### src/rtl/core/mha_pkg.sv
// mha_pkg: shared types, widths and the micro-rotation angle table for
// the magnetic heading CORDIC. No dependencies.
`timescale 1ns / 1ps

package mha_pkg;

  // Datapath widths. |x|,|y| stay below 2^25 after gain; z stays within
  // about -100..280 degrees in 2^-16 degree units.
  localparam int XW = 27;
  localparam int ZW = 26;

  localparam int IN_W  = 16;
  localparam int OUT_W = 16;

  localparam int ANGLE_TABLE_LEN   = 24;
  localparam int CORDIC_ITERATIONS = 16;

  localparam logic signed [ZW-1:0] DEG180_Q16 = ZW'(11796480);
  localparam logic signed [ZW-1:0] DEG360_Q16 = ZW'(23592960);
  localparam int HEADING_WRAP = 46080;

  typedef struct packed {
    logic signed [XW-1:0] x;
    logic signed [XW-1:0] y;
    logic signed [ZW-1:0] z;
    logic                 zero;
  } cordic_t;

  // atan(2^-i) in degrees, Q16, rounded to nearest.
  function automatic logic signed [ZW-1:0] atan_q16(input logic [4:0] idx);
    logic signed [ZW-1:0] v;
    case (idx)
      5'd0:    v = ZW'(2949120);
      5'd1:    v = ZW'(1740967);
      5'd2:    v = ZW'(919879);
      5'd3:    v = ZW'(466945);
      5'd4:    v = ZW'(234379);
      5'd5:    v = ZW'(117304);
      5'd6:    v = ZW'(58666);
      5'd7:    v = ZW'(29335);
      5'd8:    v = ZW'(14668);
      5'd9:    v = ZW'(7334);
      5'd10:   v = ZW'(3667);
      5'd11:   v = ZW'(1833);
      5'd12:   v = ZW'(917);
      5'd13:   v = ZW'(458);
      5'd14:   v = ZW'(229);
      5'd15:   v = ZW'(115);
      5'd16:   v = ZW'(57);
      5'd17:   v = ZW'(29);
      5'd18:   v = ZW'(14);
      5'd19:   v = ZW'(7);
      5'd20:   v = ZW'(4);
      5'd21:   v = ZW'(2);
      5'd22:   v = ZW'(1);
      default: v = '0;
    endcase
    return v;
  endfunction

endpackage

### src/rtl/core/mha_prerot.sv
// mha_prerot: input stage. Folds the left half-plane onto the right,
// scales by 256 and flags the zero vector. Depends on mha_pkg.
`timescale 1ns / 1ps

module mha_prerot (
  input  logic                               clk,
  input  logic                               rst,
  input  logic                               en,
  input  logic                               in_valid,
  input  logic signed [mha_pkg::IN_W-1:0]    mag_x,
  input  logic signed [mha_pkg::IN_W-1:0]    mag_y,
  output logic                               valid,
  output mha_pkg::cordic_t                   data
);
  import mha_pkg::*;

  logic signed [XW-1:0] xe;
  logic signed [XW-1:0] ye;
  logic                 neg;
  cordic_t              data_next;

  assign xe  = XW'(mag_x);
  assign ye  = XW'(mag_y);
  assign neg = mag_x[IN_W-1];

  always_comb begin
    data_next.x    = (neg ? -xe : xe) <<< 8;
    data_next.y    = (neg ? -ye : ye) <<< 8;
    data_next.z    = neg ? DEG180_Q16 : '0;
    data_next.zero = (mag_x == '0) && (mag_y == '0);
  end

  always_ff @(posedge clk) begin
    if (rst) begin
      valid <= 1'b0;
    end else if (en) begin
      valid <= in_valid;
    end
  end

  always_ff @(posedge clk) begin
    if (en) begin
      data <= data_next;
    end
  end

endmodule

### src/rtl/core/mha_cordic_stage.sv
// mha_cordic_stage: one vectoring micro-rotation with a fixed shift,
// registered. Depends on mha_pkg.
`timescale 1ns / 1ps

module mha_cordic_stage #(
  parameter int STAGE = 0
) (
  input  logic             clk,
  input  logic             rst,
  input  logic             en,
  input  logic             in_valid,
  input  mha_pkg::cordic_t in_data,
  output logic             valid,
  output mha_pkg::cordic_t data
);
  import mha_pkg::*;

  localparam logic signed [ZW-1:0] ANGLE = atan_q16(5'(STAGE));

  logic signed [XW-1:0] xs;
  logic signed [XW-1:0] ys;
  cordic_t              data_next;

  assign xs = in_data.x >>> STAGE;
  assign ys = in_data.y >>> STAGE;

  always_comb begin
    data_next.zero = in_data.zero;
    if (!in_data.y[XW-1]) begin
      data_next.x = in_data.x + ys;
      data_next.y = in_data.y - xs;
      data_next.z = in_data.z + ANGLE;
    end else begin
      data_next.x = in_data.x - ys;
      data_next.y = in_data.y + xs;
      data_next.z = in_data.z - ANGLE;
    end
  end

  always_ff @(posedge clk) begin
    if (rst) begin
      valid <= 1'b0;
    end else if (en) begin
      valid <= in_valid;
    end
  end

  always_ff @(posedge clk) begin
    if (en) begin
      data <= data_next;
    end
  end

endmodule

### src/rtl/core/mha_finalize.sv
// mha_finalize: output stage. Maps the angle into [0, 360), rounds to
// 1/128 degree and wraps 360.0 to 0. Depends on mha_pkg.
`timescale 1ns / 1ps

module mha_finalize (
  input  logic                        clk,
  input  logic                        rst,
  input  logic                        en,
  input  logic                        in_valid,
  input  mha_pkg::cordic_t            in_data,
  output logic                        out_valid,
  output logic [mha_pkg::OUT_W-1:0]   heading
);
  import mha_pkg::*;

  localparam int HW = ZW - 8;

  logic signed [ZW-1:0] zp;
  logic [ZW:0]          zr;
  logic [HW-1:0]        hr;
  logic [HW-1:0]        hw;
  logic [OUT_W-1:0]     heading_next;

  always_comb begin
    zp = in_data.z[ZW-1] ? (in_data.z + DEG360_Q16) : in_data.z;
    zr = {1'b0, zp} + (ZW+1)'(256);
    hr = zr[ZW:9];
    hw = (hr >= HW'(HEADING_WRAP)) ? (hr - HW'(HEADING_WRAP)) : hr;
    heading_next = in_data.zero ? '0 : hw[OUT_W-1:0];
  end

  always_ff @(posedge clk) begin
    if (rst) begin
      out_valid <= 1'b0;
    end else if (en) begin
      out_valid <= in_valid;
    end
  end

  always_ff @(posedge clk) begin
    if (en) begin
      heading <= heading_next;
    end
  end

endmodule

### src/rtl/core/magnetic_heading_atan2.sv
// magnetic_heading_atan2: top level of the pipelined CORDIC compass heading.
// Depends on mha_pkg, mha_prerot, mha_cordic_stage, mha_finalize.
`timescale 1ns / 1ps

// Compass heading atan2(mag_y, mag_x) in 1/128 degree units, 0..46079,
// from signed 16-bit horizontal magnetometer samples. A fully pipelined
// vectoring CORDIC: one input stage (half-plane fold), one register
// stage per micro-rotation, one output stage (wrap and round). One
// transfer is taken every cycle while in_stall is low. Each stage holds
// its item until the next stage frees, so empty stages fill under
// output stall and in_stall rises only when every stage holds an item
// and the output is stalled. Input (0, 0) gives 0; a rounded 360.0
// degrees gives 0. No state is kept between samples and there is
// nothing to configure.
module magnetic_heading_atan2 #(
  parameter int CORDIC_ITERATIONS = mha_pkg::CORDIC_ITERATIONS
) (
  input  logic                             clk,
  input  logic                             rst,
  // input channel
  input  logic                             in_valid,
  output logic                             in_stall,
  input  logic signed [mha_pkg::IN_W-1:0]  mag_x,
  input  logic signed [mha_pkg::IN_W-1:0]  mag_y,
  // result channel
  output logic                             out_valid,
  input  logic                             out_stall,
  output logic [mha_pkg::OUT_W-1:0]        heading
);
  import mha_pkg::*;

  // Table holds 24 angles; more iterations act as 24.
  localparam int N = (CORDIC_ITERATIONS > ANGLE_TABLE_LEN) ? ANGLE_TABLE_LEN
                                                           : CORDIC_ITERATIONS;

  // Index 0 is the input stage, 1..N the micro-rotations.
  logic    stg_v [0:N];
  cordic_t stg_d [0:N];
  // en[k] loads stage k; en[N+1] loads the output register.
  logic [N+1:0] en;

  assign en[N+1] = !out_valid || !out_stall;

  genvar k;
  generate
    for (k = 0; k <= N; k++) begin : g_en
      // A stage loads when empty or when its content moves on.
      assign en[k] = !stg_v[k] || en[k+1];
    end
  endgenerate

  assign in_stall = !en[0];

  mha_prerot u_prerot (
    .clk      (clk),
    .rst      (rst),
    .en       (en[0]),
    .in_valid (in_valid),
    .mag_x    (mag_x),
    .mag_y    (mag_y),
    .valid    (stg_v[0]),
    .data     (stg_d[0])
  );

  generate
    for (k = 1; k <= N; k++) begin : g_stage
      mha_cordic_stage #(
        .STAGE (k - 1)
      ) u_stage (
        .clk      (clk),
        .rst      (rst),
        .en       (en[k]),
        .in_valid (stg_v[k-1]),
        .in_data  (stg_d[k-1]),
        .valid    (stg_v[k]),
        .data     (stg_d[k])
      );
    end
  endgenerate

  mha_finalize u_finalize (
    .clk       (clk),
    .rst       (rst),
    .en        (en[N+1]),
    .in_valid  (stg_v[N]),
    .in_data   (stg_d[N]),
    .out_valid (out_valid),
    .heading   (heading)
  );

  // Input backpressure only ever comes from a stalled, full output.
  a_stall_src: assert property (@(posedge clk) disable iff (rst)
    in_stall |-> (out_valid && out_stall))
    else $error("in_stall without output backpressure");

  // An accepted transfer lands in the input stage.
  a_accept_lands: assert property (@(posedge clk) disable iff (rst)
    (in_valid && !in_stall) |=> stg_v[0])
    else $error("accepted transfer lost at input stage");

  // The zero vector is flagged on entry.
  a_zero_flag: assert property (@(posedge clk) disable iff (rst)
    (in_valid && !in_stall && mag_x == '0 && mag_y == '0) |=> stg_d[0].zero)
    else $error("zero vector not flagged");

  // Heading always wraps below 360 degrees.
  a_range: assert property (@(posedge clk) disable iff (rst)
    out_valid |-> (heading < OUT_W'(HEADING_WRAP)))
    else $error("heading out of range");

endmodule
### config.mk
export PLATFORM = sky130hd
export DESIGN_NAME = magnetic_heading_atan2
export DESIGN_NICKNAME = d
export VERILOG_FILES = /design/src/rtl/core/mha_pkg.sv /design/src/rtl/core/mha_prerot.sv /design/src/rtl/core/mha_cordic_stage.sv /design/src/rtl/core/mha_finalize.sv /design/src/rtl/core/magnetic_heading_atan2.sv
export SDC_FILE = /design/constraint.sdc
export NUM_CORES = 2
export LEC_CHECK = 0
export BUFFER_PORTS_ARGS = -buffer_cell sky130_fd_sc_hd__buf_4
export CAP_MARGIN = 20
export CORE_AREA = 2 2 402 404
export DETAILED_ROUTE_END_ITERATION = 10
export DIE_AREA = 0 0 404 406
export PLACE_DENSITY = 0.81
export RECOVER_POWER = 25
export SLEW_MARGIN = 20
export SYNTH_ARGS = -nofsm -noshare
export SYNTH_HDL_FRONTEND = slang
export SYNTH_SLANG_ARGS = --single-unit
### constraint.sdc
create_clock -name clk -period 5.4 [get_ports clk]
set_input_delay 0.54 -clock clk [delete_from_list [all_inputs] [get_ports clk]]
set_output_delay 0.54 -clock clk [all_outputs]
set_load 0.005 [all_outputs]
# --- Word level (Yosys, flattened, before mapping) ---
# Index checks and enable logic that the tools add are counted.
classes:
  addsub: 96
  magnitude_cmp: 1
  n_mux: 21
  reduce_logical: 41
op_table:
  columns: ["operator", "n"]
  rows:
  - ["80-bit 2-to-1 mux", 15]
  - ["27-bit by 13-bit adder with 27-bit output", 2]
  - ["27-bit by 14-bit adder with 27-bit output", 2]
  - ["27-bit by 15-bit adder with 27-bit output", 2]
  - ["27-bit by 16-bit adder with 27-bit output", 2]
  - ["27-bit by 17-bit adder with 27-bit output", 2]
  - ["27-bit by 18-bit adder with 27-bit output", 2]
  - ["27-bit by 19-bit adder with 27-bit output", 2]
  - ["27-bit by 20-bit adder with 27-bit output", 2]
  - ["27-bit by 21-bit adder with 27-bit output", 2]
  - ["27-bit by 22-bit adder with 27-bit output", 2]
  - ["27-bit by 23-bit adder with 27-bit output", 2]
  - ["27-bit by 24-bit adder with 27-bit output", 2]
  - ["27-bit by 25-bit adder with 27-bit output", 2]
  - ["27-bit by 26-bit adder with 27-bit output", 2]
  - ["27-bit by 13-bit subtractor with 27-bit output", 2]
  - ["27-bit by 14-bit subtractor with 27-bit output", 2]
  - ["27-bit by 15-bit subtractor with 27-bit output", 2]
  - ["27-bit by 16-bit subtractor with 27-bit output", 2]
  - ["27-bit by 17-bit subtractor with 27-bit output", 2]
  - ["27-bit by 18-bit subtractor with 27-bit output", 2]
  - ["27-bit by 19-bit subtractor with 27-bit output", 2]
  - ["27-bit by 20-bit subtractor with 27-bit output", 2]
  - ["27-bit by 21-bit subtractor with 27-bit output", 2]
  - ["53 further kinds", 98]
totals:
  reg_bits: 1314
  out_inout_bits: 18
  word_cells: 244

# --- Longest topological paths before layout ---
depth:
  depth_word: 20
  mapped_depth: 19
  ltp_nobuf: 19

# --- By module ---
# Synthesis repeated with hierarchy kept, for this count alone.
hier_totals:
  cells_unflattened: 12873
  area_unflattened_um2: 120972.3
by_module_without_submodules:
  columns: ["module", "n_inst", "cells_per_inst", "area_per_inst_um2", "seq_area_each_um2"]
  rows:
  - ["mha_cordic_stage at g_stage[2].u_stage", 1, 824, 7594.8, 2452.4]
  - ["mha_cordic_stage at g_stage[3].u_stage", 1, 820, 7576.0, 2452.4]
  - ["mha_cordic_stage at g_stage[6].u_stage", 1, 819, 7567.3, 2452.4]
  - ["mha_cordic_stage at g_stage[4].u_stage", 1, 817, 7564.8, 2452.4]
  - ["mha_cordic_stage at g_stage[1].u_stage", 1, 797, 7469.7, 2422.3]
  - ["mha_cordic_stage at g_stage[5].u_stage", 1, 794, 7443.4, 2452.4]
  - ["mha_cordic_stage at g_stage[13].u_stage", 1, 774, 7307.0, 2452.4]
  - ["mha_cordic_stage at g_stage[16].u_stage", 1, 778, 7263.2, 2452.4]
  - ["mha_cordic_stage at g_stage[11].u_stage", 1, 782, 7253.2, 2452.4]
  - ["mha_cordic_stage at g_stage[7].u_stage", 1, 760, 7205.7, 2452.4]
  - ["mha_cordic_stage at g_stage[14].u_stage", 1, 755, 7188.1, 2452.4]
  - ["mha_cordic_stage at g_stage[15].u_stage", 1, 765, 7173.1, 2452.4]
  - ["mha_cordic_stage at g_stage[12].u_stage", 1, 756, 7126.8, 2452.4]
  - ["mha_cordic_stage at g_stage[10].u_stage", 1, 741, 7114.3, 2452.4]
  - ["5 more rows", null, null, null, null]

# --- Least setup slack after synthesis ---
# No wires, ideal clock.
synth_path:
  path_type: "input to register"
  startpoint: "input port out_stall"
  endpoint: "register g_stage[6].u_stage.data[0] (netlist name) (enable)"
  arrival_time_ns: 5.352
  path_slack_ns: -0.393
  cell_stages: 8
  n_path_buf: 1
  cell_sequence: "and3_1 -> inv_1 -> nor2_1 -> and3_1 -> clkbuf_1 -> inv_1 -> nor2_1 -> nand2_1"
synth_between:
  elab_chain_len: 13
synth_rtl:
  columns: ["item", "line_no", "rtl"]
  rows:
  - ["start: declaration", "magnetic_heading_atan2.sv:27", "input logic out_stall,"]
  - ["1-bit logical NOT", "magnetic_heading_atan2.sv:42", "assign en[N+1] = !out_valid || !out_stall;"]
  - ["1-bit logical OR", "magnetic_heading_atan2.sv:42", null]
  - ["1-bit logical OR", "magnetic_heading_atan2.sv:48", "assign en[k] = !stg_v[k] || en[k+1];"]
  - ["via g_stage[16].u_stage.en", "mha_cordic_stage.sv:10", "input logic en,"]
  - ["1-bit logical OR (5 in series)", "magnetic_heading_atan2.sv:48", null]
  - ["via g_stage[11].u_stage.en", "mha_cordic_stage.sv:10", null]
  - ["1-bit logical OR (5 in series)", "magnetic_heading_atan2.sv:48", null]
  - ["via g_stage[6].u_stage.en", "mha_cordic_stage.sv:10", null]
  - ["end signal: assignment", "mha_cordic_stage.sv:50", "data <= data_next;"]
  - ["end: declaration", "mha_cordic_stage.sv:14", "output mha_pkg::cordic_t data"]
# The timed path passes the listed nets, and every way through them passes these cells.
# A chain may end at the register's enable or synchronous reset.

==> impl_results.md <==
- Post-Syn Area per Cell: 9.650 µm²
- Setup repair after global routing missed its margin: false
- DRT iter0 DRCs: 6511
- CP Launch Type: register
- Highest-count cells in the layout ignoring fill and taps: edfxtp_1, ha_1, nor2_1
- Clock buffer count from CTS: 136
- Max clock buf depth: 3
- Worst Tran Pin Value: 3.032 ns
- DRC: 0
- Non-filler cells, final: 12020
- Reg2reg path depth: 16
- Vias in the first global route: 71380
- Post-DP HPWL: 178.3 mm
- Worst reg2reg path startpoint: g_stage[10].u_stage.data[43]
- Clock Sinks: 1146
- Final design instance area without fill: 101200 µm²
- Sequential-to-total area share from yosys stat: 0.3658
- Worst path required time: 5.93 ns
- First-pass GRT wire length: 367.9 mm
- Area of the mapped netlist: 93590 µm²
- Setup slack, reg-to-reg: 0.33 ns
- Clk_skew: 0.03429 ns
- DRT Pass-1 Iters: 6
- Area Growth Syn to Fin: 8.083%
- WL/cell: 19.07 µm
- CTS tree: yes
- ANT nets after route: 0
- Root Buffer: clkbuf_16
- Synth area leaders: edfxtp_1, ha_1, xnor2_1
- Final Setup Violations: 0
- Die Y-Extent: 406 µm
- CP endpoint kind: register
- Ys Warns: 0
- Gate count of the mapped netlist: 9698
- # IOs: 54
- Violated checks: capacitance limit, slew limit
- Hold depth: 2
- Crit-path max FO: 6
- Worst-Skew Late Latency: 0.80 ns
- Placed Instances: 11770
- Highest clock rate: 197.4 MHz
- Synth top area share: 0.3619
- Initial antenna violation count: 1
- Worst relative slew slack: -1.027
- Final core occ: 0.6336
- Vias per Instance: 6.188
- Clk slew on worst S/H paths: 0.07 ns
- Antenna diode count: 0
- GRT overflow: 0
- Period utilisation layout: 0.9381
- Cell mode on critical path: nor2_1
- Largest net degree at the start of global routing: 82
- Site Rows: 147
- Main synth FF type: edfxtp_1
- Post-Place Cell Area: 96650 µm²
- EDFF count, synth: 1128
- Share of layout cells above drive strength 1: 0.04388
- Setup CP Type: register to register
- Die Footprint: 164000 µm²
- Hold Path Sink: u_prerot.data[37]
- Max Transition Viols Final: 359
- Gp weighted congestion: 0.9709
- Yosys top cell by area: edfxtp_1
- Final WL: 229.2 mm
- Crit Reg-Reg Endpoint: g_stage[11].u_stage.data[80]
- Die W: 404 µm
- I/O Buffers: 53
- Core Box Area: 159600 µm²
- Nets: 10980
- Status: finished, violations left
- Crit-path max cell delay: 0.62 ns
- Arr. time, crit path: 5.60 ns
- Worst Hold Launch: mag_y[2]
- Synth unique cells: 92
- Ys async rst share: 0
- #FFs+latches synth: 1146
- Crit-path slowest cell: or4_1
- Max-cap violations: 9
- Tmin final: 5.066 ns
- Commonest non-fill, non-tap cell in the layout: edfxtp_1
- DR vias: 74400
- Fin Setup TNS: 0 ns
- CTS H-Tree Depth: 4
- Starting Density: 0.5862
- Hold Vio Cnt, Final: 0
- Min-delay worst type: input pin to register
- CP Cell Sequence: or4_1 > or4_1 > nor2_1 > nand2_1 > nor2_1 > nor2_1 > xnor2_1 > ha_1 > and4_1 > a221oi_1 > o21ai_1 > a311o_1 > a2111oi_0 > o21ai_0 > a21oi_1 > xnor2_1
- GRT Overall Usage: 0.2741
area by class of cell:
class | instances | area, µm²
multi-input cells | 7964 | 57180
flip-flops and latches | 1146 | 34230
clock inverters | 83 | 892.1
clock buffers | 167 | 3669
inverters | 451 | 1700
well taps | 2086 | 2610
repair buffers | 126 | 862.1
fillers | 12790 | 58500
routing by layer:
metal  track usage  routed length (µm)
met5             0                   0
met4       0.09171                7748
met3       0.03494               13190
met2        0.4696              109200
met1        0.3588               99120
critical path: cells and delay by family (launching register included):
kind | cells | cell delay [ns]
xor+xnor | 2 | 0.25
fa+ha+maj | 1 | 0.33
compound gates | 6 | 1.77
flops | 1 | 0.44
simple gates | 7 | 2.00
metrics by stage:
stage,setup slack [ns],hold WS (ns)
after detailed placement,0.4822,0.4045
final,0.3343,0.06339
after global placement,0.4007,0.4037
after floorplan,0.2073,0.4003
after global routing,0.09282,0.03176
after CTS,0.4132,0.01308
sequential cells by signal (all words and copies together) (netlist names):
register and count:
g_stage.u_stage.data 1072, g_stage.u_stage.valid 16, u_finalize.heading 16, u_finalize.out_valid 1, u_prerot.data 40, u_prerot.valid 1
cells in the mapped netlist, types with 100 or more instances:
master / number
a211oi_1: 100
a21o_1: 333
a21oi_1: 945
a31oi_1: 104
and3_1: 117
clkbuf_1: 116
edfxtp_1: 1128
ha_1: 1082
inv_1: 451
nand2_1: 487
nand2b_1: 121
nand3_1: 157
nor2_1: 962
nor2b_1: 130
nor3_1: 298
o21a_1: 154
o21ai_0: 437
o21bai_1: 113
xnor2_1: 897
xor2_1: 446
logic make-up after synthesis:
kind of cell | share of synthesized area
DFF | 0.3658
buffers and inverters | 0.02378
adders and majority gates | 0.1519
muxes | 0.007554
AOI/OAI and AO/OA | 0.1850
and+or+nand+nor | 0.1402
other | 0.00004007
xor gates and xnor gates | 0.1257
how the worst max path moves through the flow:
stage / from / end / slack [ns] / cells after the start
CTS: g_stage[10].u_stage.data[43] / g_stage[11].u_stage.data[80] / 0.41 / 16
global placement: g_stage[10].u_stage.data[43] / g_stage[11].u_stage.data[80] / 0.40 / 16
finish: g_stage[10].u_stage.data[43] / g_stage[11].u_stage.data[80] / 0.33 / 16
floorplan: out_stall / g_stage[6].u_stage.data[0] / 0.21 / 8
detailed placement: g_stage[10].u_stage.data[43] / g_stage[11].u_stage.data[80] / 0.48 / 16
global route: g_stage[12].u_stage.data[70] / g_stage[13].u_stage.data[52] / 0.09 / 14
repair_timing:
action,in CTS,in global routing
endpoints found under the setup margin,0,2
hold endpoints to repair,3,0
setup buffers,0,0
gates resized for setup,0,1
hold buffers,3,0
Power is left out: the tool's default activity adds up to more than one toggle a clock period on the data nets, which glitch-free logic cannot reach.
